$ cat src/hdl/ple_pkg.sv
`default_nettype none

package ple_pkg;

    localparam int CAPACITY_DEF = 64;
    localparam int DATA_W       = 32;
    localparam int ACT_W        = 3;
    localparam int POS_W        = 7;
    localparam int CNT_OUT_W    = 7;

    // command codes; six and seven are no-ops
    typedef enum logic [ACT_W-1:0] {
        ACT_INS_FRONT = 3'd0,
        ACT_INS_BACK  = 3'd1,
        ACT_INS_POS   = 3'd2,
        ACT_DEL_FRONT = 3'd3,
        ACT_DEL_BACK  = 3'd4,
        ACT_DEL_POS   = 3'd5
    } t_action;

    typedef enum logic [1:0] {
        ST_OK     = 2'd0,
        ST_EMPTY  = 2'd1,
        ST_BADPOS = 2'd2,
        ST_FULL   = 2'd3
    } t_status;

    // per-cell move for the current command
    typedef enum logic [1:0] {
        SH_HOLD   = 2'd0,
        SH_INSERT = 2'd1,
        SH_REMOVE = 2'd2
    } t_shift;

    typedef struct packed {
        logic [ACT_W-1:0]         action;
        logic signed [DATA_W-1:0] item_value;
        logic [POS_W-1:0]         position;
    } t_cmd;

    typedef struct packed {
        logic signed [DATA_W-1:0] removed_value;
        logic [1:0]               status;
        logic [CNT_OUT_W-1:0]     entry_count;
    } t_result;

    // decoded command, shared by the decoder and the top level
    typedef struct packed {
        t_shift  op;
        t_status status;
    } t_dec;

    // broadcast to every cell
    typedef struct packed {
        t_shift                   op;
        logic signed [DATA_W-1:0] value;
    } t_cell_cmd;

endpackage

`default_nettype wire

$ cat src/hdl/ple_cell.sv
`default_nettype none

module ple_cell
    import ple_pkg::*;
#(
    parameter int IDX_W    = 6,
    parameter int CELL_IDX = 0
) (
    input  wire logic                     i_clk,
    input  wire t_cell_cmd                i_cmd,
    input  wire logic [IDX_W-1:0]         i_idx,
    input  wire logic signed [DATA_W-1:0] i_left,
    input  wire logic signed [DATA_W-1:0] i_right,
    output logic signed [DATA_W-1:0]      o_value
);

    localparam logic [IDX_W-1:0] MY_IDX = IDX_W'(CELL_IDX);

    logic signed [DATA_W-1:0] r_value;
    logic signed [DATA_W-1:0] n_value;

    always_comb begin
        n_value = r_value;
        case (i_cmd.op)
            SH_INSERT: begin
                if (MY_IDX == i_idx) begin
                    n_value = i_cmd.value;
                end else if (MY_IDX > i_idx) begin
                    n_value = i_left;
                end
            end
            SH_REMOVE: begin
                if (MY_IDX >= i_idx) begin
                    n_value = i_right;
                end
            end
            default: begin
                n_value = r_value;
            end
        endcase
    end

    always_ff @(posedge i_clk) begin
        r_value <= n_value;
    end

    assign o_value = r_value;

endmodule

`default_nettype wire

$ cat config.mk
export PLATFORM = sky130hd
export DESIGN_NAME = ple_cell
export DESIGN_NICKNAME = d
export VERILOG_FILES = /design/src/hdl/ple_pkg.sv /design/src/hdl/ple_cell.sv
export SDC_FILE = /design/constraint.sdc
export NUM_CORES = 1
export LEC_CHECK = 0
export ABC_AREA = 0
export BUFFER_PORTS_ARGS = -buffer_cell sky130_fd_sc_hd__buf_2
export CAP_MARGIN = 5
export CORE_MARGIN = 3
export CORE_UTILIZATION = 43
export CTS_CLUSTER_DIAMETER = 100
export CTS_CLUSTER_SIZE = 14
export DETAILED_ROUTE_END_ITERATION = 6
export PLACE_DENSITY = 0.83
export SLEW_MARGIN = 20
export SYNTH_ARGS = -nofsm -noshare
export SYNTH_HDL_FRONTEND = slang
export SYNTH_SLANG_ARGS = --single-unit
$ cat constraint.sdc
create_clock -name i_clk -period 11.57 [get_ports i_clk]
set_clock_uncertainty 0.1 [all_clocks]
set_input_delay 1.157 -clock i_clk [delete_from_list [all_inputs] [get_ports i_clk]]
set_output_delay 1.157 -clock i_clk [all_outputs]
set_load 0.02 [all_outputs]
==> results.yml <==
run_status:
  status: "completed"
sta:
  setup_tns_ns: 0
  hold_violations: 0
  fmax_ghz: 0.3136
  relSlewSlack_pct: 51.52
  finalCritPeriodShare_pct: 27.56
  tightest_slew_ns: 0.7255
  drv_slew: 0
  rsz0062_at_grt: "false"
  layout_min_cycle_time_ns: 3.189
  setup_viol: 0
route:
  ant_nets: 0
  wire_per_inst_um: 14.90
  drc_errors: 0
  drt_iter0_drc: 187
  totalWireLength_mm: 5.378
  num_vias: 1968
  viasPerCell: 5.452
  firstDrtPassIters: 4
clocking:
  ctsLongestPathBuffers: 2
  cts-htree-levels: 2
  ctsHoldBuffers: 0
  post_cts_buffers: 0
  cts_made_buffers: 5
  cts_resized: 0
  root_buffer: "clkbuf_8"
  cts_tree: "done"
  cts.sinks: 32
  clk_pin_slew_ns: 0.06
grt:
  grt_pass1_wl_mm: 8.521
  track_usage_pct: 21.59
  grt_pass1_vias: 1826
  antenna_found_initial: 0
  grt_max_degree: 65
  grt-ovfl-total: 0
critical_path:
  crit_type: "input port to flip-flop"
  cp_slowest_cell: "or4_4"
  cp-start-kind: "input port"
  crit_path_max_fanout: 33
  cpPeakStageDelay_ns: 0.74
  endpoint_kind: "flip-flop"
  cp.arrival_ns: 3.03
  cp.required_ns: 11.41
  crit_chain: "buf_2 -> or4_4 -> nor3_2 -> buf_4"
place:
  gp_congestion: 0.7643
  post-dp-hpwl_mm: 3.916
  numPortBuffers: 136
synthesis:
  ys_warn_count: 0
  avgSynthCellArea_um2: 9.492
  synth_seq_cells: 32
  synth-seq-area-share_pct: 54.43
  syn_nets: 291
  syn_area_um2: 1765
  ys_types: 16
  synthCells: 186
final_layout:
  layout-area-overhead-vs-synth_pct: 42.95
  finalNetCount: 417
  fillCellCount: 334
  largest_reg_flops: 32
  n_antenna_cell: 0
  drive_gt1_share_pct: 47.92
die:
  die_w_um: 70.08
  die-area_um2: 4911
  num_io_pins: 137
  core.rowCount: 22
  floorplan.initialDensity_pct: 46.48
  die_h_um: 70.08
  fp.coreArea_um2: 3799
power:
  power_leakage_uw: 0.001058
  vdd_drop_max_mv: 0.06369
  p_per_area_nw_per_um2: 99.10
  total_power_uw: 250.1
job:
  max-cap-violations: 0
hold_path:
  hold_path.class: "input port to flip-flop"
Yosys cell counts, drive strengths merged:
master | count | area share (%)
nand3 | 32 | 9.1
nor3 | 1 | 0.28
nor2 | 33 | 7.0
o21ai | 32 | 9.3
edfxtp | 32 | 54
clkbuf | 13 | 2.8
nor4 | 1 | 1.2
or4 | 1 | 0.64
buf | 6 | 2.8
or2 | 1 | 0.35
nand2b | 1 | 0.35
a31oi | 32 | 11
xnor2 | 1 | 0.50
placed cells by master (no fill, tap or decap), drive strengths merged:
master	n
buf	138
nor2	33
nand3	32
a31oi	32
edfxtp	32
o21ai	32
clkbuf	7
or4	1
or2	1
nand2b	1
nor4	1
xnor2	1
nor3	1
clkinv	1
through the flow:
step | util, % | instances | setup slack (ns) | hold slack (ns) | instance area, um2
after global placement | 64.06 | 353 | 8.143 | 1.409 | 2434
after detailed placement | 64.20 | 353 | 8.088 | 1.414 | 2439
after floorplan | - | 186 | 6.879 | 1.311 | 1765
after CTS | 66.30 | 361 | 8.371 | 1.130 | 2519
final | 66.44 | 361 | 8.381 | 1.139 | 2524
after global routing | 66.44 | 361 | 8.252 | 1.139 | 2524
area by class of cell:
cell class / count / area (um2) / share of cell area, %
Sequential cell: 32 / 960.9 / 38.08
Multi-Input combinational cell: 135 / 726.9 / 28.81
Timing Repair Buffer: 138 / 695.7 / 27.57
Clock buffer: 7 / 76.32 / 3.024
Tap cell: 48 / 60.06 / 2.380
Clock inverter: 1 / 3.754 / 0.1487
worst max-delay path: cells and delay by family:
| family | cells | cell delay, ns |
|---|---|---|
| buf+inv | 2 | 0.54 |
| simple gates | 2 | 1.31 |
path summary, 6_finish.rpt:
kind,startpoint,endpoint,slack [ns],cells after the start
worst max-delay path,i_idx[3],o_value[27],8.38,4
worst min-delay path,i_right[18],o_value[18],1.14,3
cells by family after synthesis:
logic type	count (synthesis)	share of synthesized area, %
flip-flops	32	54.43
XOR/XNOR	1	0.4962
AO/OA/AOI/OAI	64	20.62
buffers and inverters	19	5.528
AND/OR/NAND/NOR	70	18.92
metal layers:
metal	up-vias	global-route usage [%]	wire length, um
li1	959	-	-
met1	895	25.23	2022
met2	110	37.78	2828
met3	4	6.187	477
met4	0	7.234	50
met5	-	0	0
where the power goes:
group	switching [uW]	leakage, uW	internal (uW)
Clock	36.6	0.0000399	41.8
Sequential	0.218	0.000295	130
Combinational	21.6	0.000723	20.2
Power figures use the tool's default switching activity.
