File: src/hdl/ple_pkg.sv
`default_nettype none

package ple_pkg;

    localparam int CAPACITY_DEF = 64;
    localparam int DATA_W       = 32;
    localparam int ACT_W        = 3;
    localparam int POS_W        = 7;
    localparam int CNT_OUT_W    = 7;

    // command codes; six and seven are no-ops
    typedef enum logic [ACT_W-1:0] {
        ACT_INS_FRONT = 3'd0,
        ACT_INS_BACK  = 3'd1,
        ACT_INS_POS   = 3'd2,
        ACT_DEL_FRONT = 3'd3,
        ACT_DEL_BACK  = 3'd4,
        ACT_DEL_POS   = 3'd5
    } t_action;

    typedef enum logic [1:0] {
        ST_OK     = 2'd0,
        ST_EMPTY  = 2'd1,
        ST_BADPOS = 2'd2,
        ST_FULL   = 2'd3
    } t_status;

    // per-cell move for the current command
    typedef enum logic [1:0] {
        SH_HOLD   = 2'd0,
        SH_INSERT = 2'd1,
        SH_REMOVE = 2'd2
    } t_shift;

    typedef struct packed {
        logic [ACT_W-1:0]         action;
        logic signed [DATA_W-1:0] item_value;
        logic [POS_W-1:0]         position;
    } t_cmd;

    typedef struct packed {
        logic signed [DATA_W-1:0] removed_value;
        logic [1:0]               status;
        logic [CNT_OUT_W-1:0]     entry_count;
    } t_result;

    // decoded command, shared by the decoder and the top level
    typedef struct packed {
        t_shift  op;
        t_status status;
    } t_dec;

    // broadcast to every cell
    typedef struct packed {
        t_shift                   op;
        logic signed [DATA_W-1:0] value;
    } t_cell_cmd;

endpackage

`default_nettype wire

File: src/hdl/ple_ctrl.sv
`default_nettype none

module ple_ctrl
    import ple_pkg::*;
#(
    parameter int CAPACITY = CAPACITY_DEF,
    parameter int CNT_W    = $clog2(CAPACITY + 1),
    parameter int IDX_W    = $clog2(CAPACITY)
) (
    input  wire logic             i_valid,
    input  wire t_cmd             i_cmd,
    input  wire logic [CNT_W-1:0] i_count,
    output t_dec                  o_dec,
    output logic [IDX_W-1:0]      o_idx,
    output logic [CNT_W-1:0]      o_count_nxt
);

    // compare width covers both the position field and count + 1
    localparam int CMP_W = ((CNT_W > POS_W) ? CNT_W : POS_W) + 1;

    logic [CMP_W-1:0] cnt_x;
    logic [CMP_W-1:0] pos_x;
    logic [CMP_W-1:0] pos_m1;
    logic [CNT_W-1:0] cnt_m1;
    logic             full;
    logic             pos_zero;

    assign cnt_x    = CMP_W'(i_count);
    assign pos_x    = CMP_W'(i_cmd.position);
    assign pos_m1   = pos_x - CMP_W'(1);
    assign cnt_m1   = i_count - CNT_W'(1);
    assign full     = (i_count >= CNT_W'(CAPACITY));
    assign pos_zero = (i_cmd.position == '0);

    always_comb begin
        o_dec.op     = SH_HOLD;
        o_dec.status = ST_OK;
        o_idx        = '0;
        o_count_nxt  = i_count;
        case (t_action'(i_cmd.action))
            ACT_INS_FRONT, ACT_INS_BACK, ACT_INS_POS: begin
                if ((t_action'(i_cmd.action) == ACT_INS_POS) &&
                    (pos_zero || (pos_x > cnt_x + CMP_W'(1)))) begin
                    o_dec.status = ST_BADPOS;
                end else if (full) begin
                    o_dec.status = ST_FULL;
                end else begin
                    o_dec.op    = SH_INSERT;
                    o_count_nxt = i_count + CNT_W'(1);
                    case (t_action'(i_cmd.action))
                        ACT_INS_FRONT: o_idx = '0;
                        ACT_INS_BACK:  o_idx = i_count[IDX_W-1:0];
                        default:       o_idx = pos_m1[IDX_W-1:0];
                    endcase
                end
            end
            ACT_DEL_FRONT, ACT_DEL_BACK, ACT_DEL_POS: begin
                // empty list wins over a bad position
                if (i_count == '0) begin
                    o_dec.status = ST_EMPTY;
                end else if ((t_action'(i_cmd.action) == ACT_DEL_POS) &&
                             (pos_zero || (pos_x > cnt_x))) begin
                    o_dec.status = ST_BADPOS;
                end else begin
                    o_dec.op    = SH_REMOVE;
                    o_count_nxt = cnt_m1;
                    case (t_action'(i_cmd.action))
                        ACT_DEL_FRONT: o_idx = '0;
                        ACT_DEL_BACK:  o_idx = cnt_m1[IDX_W-1:0];
                        default:       o_idx = pos_m1[IDX_W-1:0];
                    endcase
                end
            end
            default: begin
                o_dec.op = SH_HOLD;
            end
        endcase
        // no command, no change
        if (!i_valid) begin
            o_dec.op    = SH_HOLD;
            o_count_nxt = i_count;
        end
    end

endmodule

`default_nettype wire

File: config.mk
export PLATFORM = sky130hd
export DESIGN_NAME = ple_ctrl
export DESIGN_NICKNAME = d
export VERILOG_FILES = /design/src/hdl/ple_pkg.sv /design/src/hdl/ple_ctrl.sv
export SDC_FILE = /design/constraint.sdc
export NUM_CORES = 1
export LEC_CHECK = 0
export ABC_AREA = 1
export BUFFER_PORTS_ARGS = -buffer_cell sky130_fd_sc_hd__buf_2
export CAP_MARGIN = 15
export CORE_ASPECT_RATIO = 1.5
export CORE_MARGIN = 2
export CORE_UTILIZATION = 30
export DETAILED_ROUTE_END_ITERATION = 16
export GPL_TIMING_DRIVEN = 0
export PLACE_DENSITY = 0.56
export SLEW_MARGIN = 20
export SYNTH_ARGS = -nofsm -noshare
export SYNTH_HDL_FRONTEND = slang
export SYNTH_SLANG_ARGS = --single-unit
File: constraint.sdc
create_clock -name vclk -period 2.6
set_input_delay 0.13 -clock vclk [all_inputs]
set_output_delay 0.13 -clock vclk [all_outputs]
set_load 0.1 [all_outputs]
==> results of run 1 <==
-- power breakdown --
part	internal, mW	switching (mW)
Sequential	0	0
Clock	0	0
Combinational	0.189	0.428
-- logic make-up (layout without fill, tap and decap cells) --
group / after synthesis / in the layout / synth area share (%)
AO/OA/AOI/OAI: 36 / 36 / 15.94
XOR/XNOR: 14 / 14 / 8.582
adder cells (fa/ha/maj): 18 / 18 / 15.76
buffers and inverters: 34 / 71 / 10.07
AND/OR/NAND/NOR: 157 / 157 / 49.65
-- worst max-delay path, stage by stage --
cell	delay, ps
buf_8	130
ha_4	150
nand2_2	70
nor2_2	90
nand2_2	70
xor2_1	150
ha_1	300
nand3_1	90
a21oi_2	130
nand2_1	60
nand2_1	70
nand2_2	80
nand2_4	100
nand2_4	90
nand2_1	100
nand3_1	60
nand2_1	70
nand2_1	60
nand2_1	100
buf_12	180
-- worst max path at each step --
stage | cells after the start | to
4_1_cts | 16 | o_idx[4]
6_report | 20 | o_count_nxt[3]
5_1_grt | 20 | o_count_nxt[3]
2_1_floorplan | 18 | o_idx[1]
3_5_place_dp | 20 | o_count_nxt[5]
3_3_place_gp | 20 | o_count_nxt[5]
-- metal layers --
layer,part of all wire (%),vias up,GRT usage [%]
met2,53,59,34.09
met3,4.3,4,0.4386
met5,0,-,0
li1,-,935,-
met1,41,852,24.48
met4,1.4,0,2.424
-- cell type report --
type               instances  area, um^2  area share [%]
inverters                 30       120.1           6.015
repair buffers            37       354.1           17.73
multi-input cells        225        1411           70.68
plain buffers              4       31.28           1.566
well taps                 64       80.08           4.010
-- repair_timing --
| action | in CTS | in global routing |
|---|---|---|
| pin swaps | 0 | 6 |
| gates resized for setup | 38 | 36 |
| buffers inserted | 0 | 6 |
| setup endpoints to repair | 15 | 16 |
-- layout by cell type, fill, tap and decap left out, drive strengths merged, types with 2 or more instances in the layout --
cell type,synthesis,routed
a21boi,2,2
a21oi,6,6
buf,4,40
ha,18,18
inv,28,28
nand2,93,93
nand3,28,28
nand4,5,5
nor2,22,22
nor3,7,7
o21ai,16,16
o22a,3,3
o22ai,3,3
o32ai,2,2
xnor2,3,3
xor2,11,11
==> results.md, run 1 <==
* # clk buffers at 0
* WP data arrival at 2300 ps
* Total Neg Setup Slack at 0 ps
* Pre-CTS WS at -412.3 ps
* N_diodes at 0
* Non-filler instance count after layout at 360
* Syn Inst Count at 259
* Crit start category: input pin
* Placed Cells incl. Taps at 354
* Seq/Total Area, Yosys at 0%
* Pins Over Slew Limit at 0
* Initial Utilization at 31.46%
* FFs & Latches at 0
* Post-route cell area at 1997 um^2
* Routed vias at 1,850
* Slack of the critical path at 168.0 ps
* Cell Pwr Density at 309.2 nW/um^2
* Final Cycle Share at 93.54%
* Fin util at 43.97%
* Worst slew pin tran at 626.7 ps
* FMAX at 0.4112 GHz
* Routed Antenna Nets at 0
* WL per Instance at 13.57 um
* First-pass GRT wire length at 7.859 mm
* Max-Cap Viols at 0
* Die Width at 60.35 um
* I/O pin count at 67
* Syn_nets at 327
* Core ar. at 4542 um^2
* Fin crit period at 2432 ps
* Total leakage power at 1.009 nW
* Initial antenna violation count at 0
* Tot GR Track Use at 18.65%
* Status: complete, no violations
* Required time of the critical path at 2470 ps
* Drt first-iter violations at 71
* Hold Crit Class: input pin to output port
* Area growth syn-to-layout at 39.76%
* Avg Vias per Cell at 5.139
* Slew margin rel. at 57.99%
* Setup Viol. Count Final at 0
* Largest net degree at the start of global routing at 11
* Hold Path Stages at 4
* Port buffer count at 31
* Syn_area_per_cell at 5.517 um^2
* DPL Wire Length at 3.799 mm
* Hold-fix buffers at CTS at 0
* WHS Endpoint: o_count_nxt[1]
* Fin Hold WS at 691.8 ps
* Nature of the critical path endpoint: output port
* DRT Pass-1 Iters at 6
* Post-synth top area cell: nand2_1
* Final nets at 366
* Synth top area share at 23.12%
* Total chip power at 0.6175 mW
* Crit-path max FO at 7
* Syn. warnings at 0
* VDD IR-drop max at 0.1642 mV
* Top cells by area, synth: nand2_1, ha_1, nand3_1
* RD Place Congestion at 0.9161
* Total Routed Length at 4.885 mm
* Drt drc at 0
* Commonest cells in the netlist: nand2_1, nand3_1, inv_1, ha_1, nor2_1
* Share of layout cells above drive strength 1 at 29.05%
* Vias in the first global route at 1,671
* Seq. cell area at 0 um^2
* Cell with the most instances after synthesis: nand2_1
* # fillers at 499
* Final hold vios at 0
* Synth unique cells at 34
* Post-Syn Area at 1429 um^2
* Die H at 88.53 um
* Worst hold start: i_count[1]
* Row cnt at 30
* Crit Path Class: input pin to output port
* Worst Setup SP: i_count[0]
* Die area at 5342 um^2
* Cell area after placement at 1687 um^2
* Remaining Overflow, GRT at 0
Power figures use the tool's default switching activity.
==> run 2, diff against run 1 <==
- CORE_ASPECT_RATIO: 1.5 -> not set
==> results.md, run 2 (same netlist as run 1, synthesis figures left out) <==
* Net Sw Power at 0.4307 mW (+0.53%)
* Slack of the critical path at 158.5 ps (-9.484 ps)
* N_diodes at 0 (unchanged)
* RD Place Congestion at 0.9270 (+1.2%)
* FMAX at 0.4096 GHz (-0.39%)
* WP data arrival at 2310 ps (about the same)
* Commonest non-fill, non-tap cells in the layout: nand2_1, nand3_1, inv_1
* Fin crit period at 2442 ps (+9.484 ps)
* Hold-fix buffers at CTS at 0 (unchanged)
* Crit start category: input pin
* Clock Power Share at 0% (unchanged)
* VDD IR-drop max at 0.2748 mV (+67%)
* Area of the multi-input gates at 1398 um^2 (-0.97%)
* Routed Antenna Nets at 0 (unchanged)
* Total Routed Length at 4.701 mm (-3.8%)
* Drt first-iter violations at 121 (+70%)
* Cell Pwr Density at 314.0 nW/um^2 (+1.5%)
* DRT Pass-1 Iters at 4 (-2)
* Pins Over Slew Limit at 0 (unchanged)
* Core ar. at 4661 um^2 (+2.6%)
* Post-route cell area at 2004 um^2 (+0.38%)
* Final nets at 369 (+0.82%)
* Comb power frac at 100.0% (about the same)
* Total chip power at 0.6293 mW (+1.9%)
* Initial antenna violation count at 0 (unchanged)
* RSZ-0062 raised after global routing: no
* First-pass GRT wire length at 7.714 mm (-1.8%)
* DPL Wire Length at 3.593 mm (-5.4%)
* Fin Hold WS at 687.2 ps (-4.585 ps)
* Slew margin rel. at 62.08% (+4.1 points)
* Nature of the critical path endpoint: output port
* # clk buffers at 0 (unchanged)
* Tot GR Track Use at 17.91% (-0.74 points)
* Status: complete, no violations
* Total leakage power at 1.028 nW (+1.9%)
* I/O pin count at 67 (unchanged)
* Drt drc at 0 (unchanged)
* Share of power burned in registers at 0% (unchanged)
* Area growth syn-to-layout at 40.28%
* Seq. cell area at 0 um^2 (unchanged)
* Die area at 5331 um^2 (-0.21%)
* Port buffer count at 31 (unchanged)
* Sw Share at 68.44% (-0.94 points)
* Pre-CTS WS at -330.8 ps (+81.45 ps)
* Die Width at 73.02 um (+21%)
* Worst slew pin tran at 565.7 ps (-60.91 ps)
* Commonest non-fill, non-tap cell in the layout: nand2_1
* WL per Instance at 13.32 um (-1.9%)
* Cell area after placement at 1674 um^2 (-0.74%)
* Largest net degree at the start of global routing at 11 (unchanged)
* # fillers at 508 (+1.8%)
* Hold Crit Class: input pin to output port
* Die H at 73.02 um (-18%)
* Total Neg Setup Slack at 0 ps (unchanged)
* Max-Cap Viols at 0 (unchanged)
* Vias in the first global route at 1,551 (-7.2%)
* Crit-path max FO at 8 (+1)
* FFs & Latches at 0 (unchanged)
* Setup Viol. Count Final at 0 (unchanged)
* Final hold vios at 0 (unchanged)
* Remaining Overflow, GRT at 0 (unchanged)
* Avg Vias per Cell at 5.116 (-0.44%)
* Final Cycle Share at 93.90% (+0.36 points)
* Share of layout cells above drive strength 1 at 28.43% (-0.63 points)
* Crit Path Class: input pin to output port
* Required time of the critical path at 2470 ps (about the same)
* Routed vias at 1,806 (-2.4%)
* Row cnt at 25 (-17%)
* Initial Utilization at 30.66% (-0.80 points)
* Int Power at 0.1986 mW (+5.1%)
[run 2: cell types whose count changed in the layout (fill, tap and decap cells not counted), sizes merged]
cell    change
buf         +4
clkbuf      -1
[run 2: power by group through the flow]
stage / Sequential, mW / Combinational, mW / Clock [mW]
after floorplan: 0 / 0.417 / 0
after global placement: 0 / 0.519 / 0
after detailed placement: 0 / 0.519 / 0
after CTS: 0 / 0.586 / 0
after global routing: 0 / 0.676 / 0
final: 0 / 0.629 / 0
[run 2: final cells by class]
cell class | count | area share [%]
inverters | 30 | 6.117
multi-input cells | 225 | 69.73
plain buffers | 4 | 1.561
repair buffers | 40 | 19.23
well taps | 54 | 3.371
[run 2: what timing repair did]
action                     CTS  global route
hold endpoints to repair     0             0
setup endpoints to repair   15            15
pin swaps                    0             6
gates resized for setup     49            25
setup buffers                0             9
[run 2: worst paths after layout]
kind / from / end / slack (ps) / depth (start not counted)
worst max-delay path: i_count[3] / o_count_nxt[2] / 160 / 18
worst min-delay path: i_count[2] / o_count_nxt[2] / 690 / 4
[run 2: worst max-delay path, stage by stage]
cell      delay [ps]
buf_2            160
clkinv_2         180
o21ai_0          200
o21ai_0          160
ha_1             300
nand3_1           80
a21oi_2          130
nand2_1           60
nand2_1           60
nand2_2           80
nand2_4          110
nand2_4           90
nand2_1           90
nand3_1           80
nand2_1           80
nand2_1           60
nand2_2           80
buf_12           170
[run 2: routing by layer]
layer | wire [um] | GRT usage, % | part of all wire, % | vias to the layer above
met5 | 0 | 0 | 0 | -
met1 | 2231 | 25.93 | 47 | 802
met4 | 34 | 2.263 | 0.72 | 0
li1 | - | - | - | 940
met2 | 2211 | 29.23 | 47 | 58
met3 | 223 | 1.796 | 4.7 | 6
[run 2: through the flow]
step	std cells	util [%]
3_3_place_gp	344	35.92
2_1_floorplan	259	-
6_report	353	43.01
4_1_cts	344	39.46
5_1_grt	353	43.01
3_5_place_dp	344	35.92
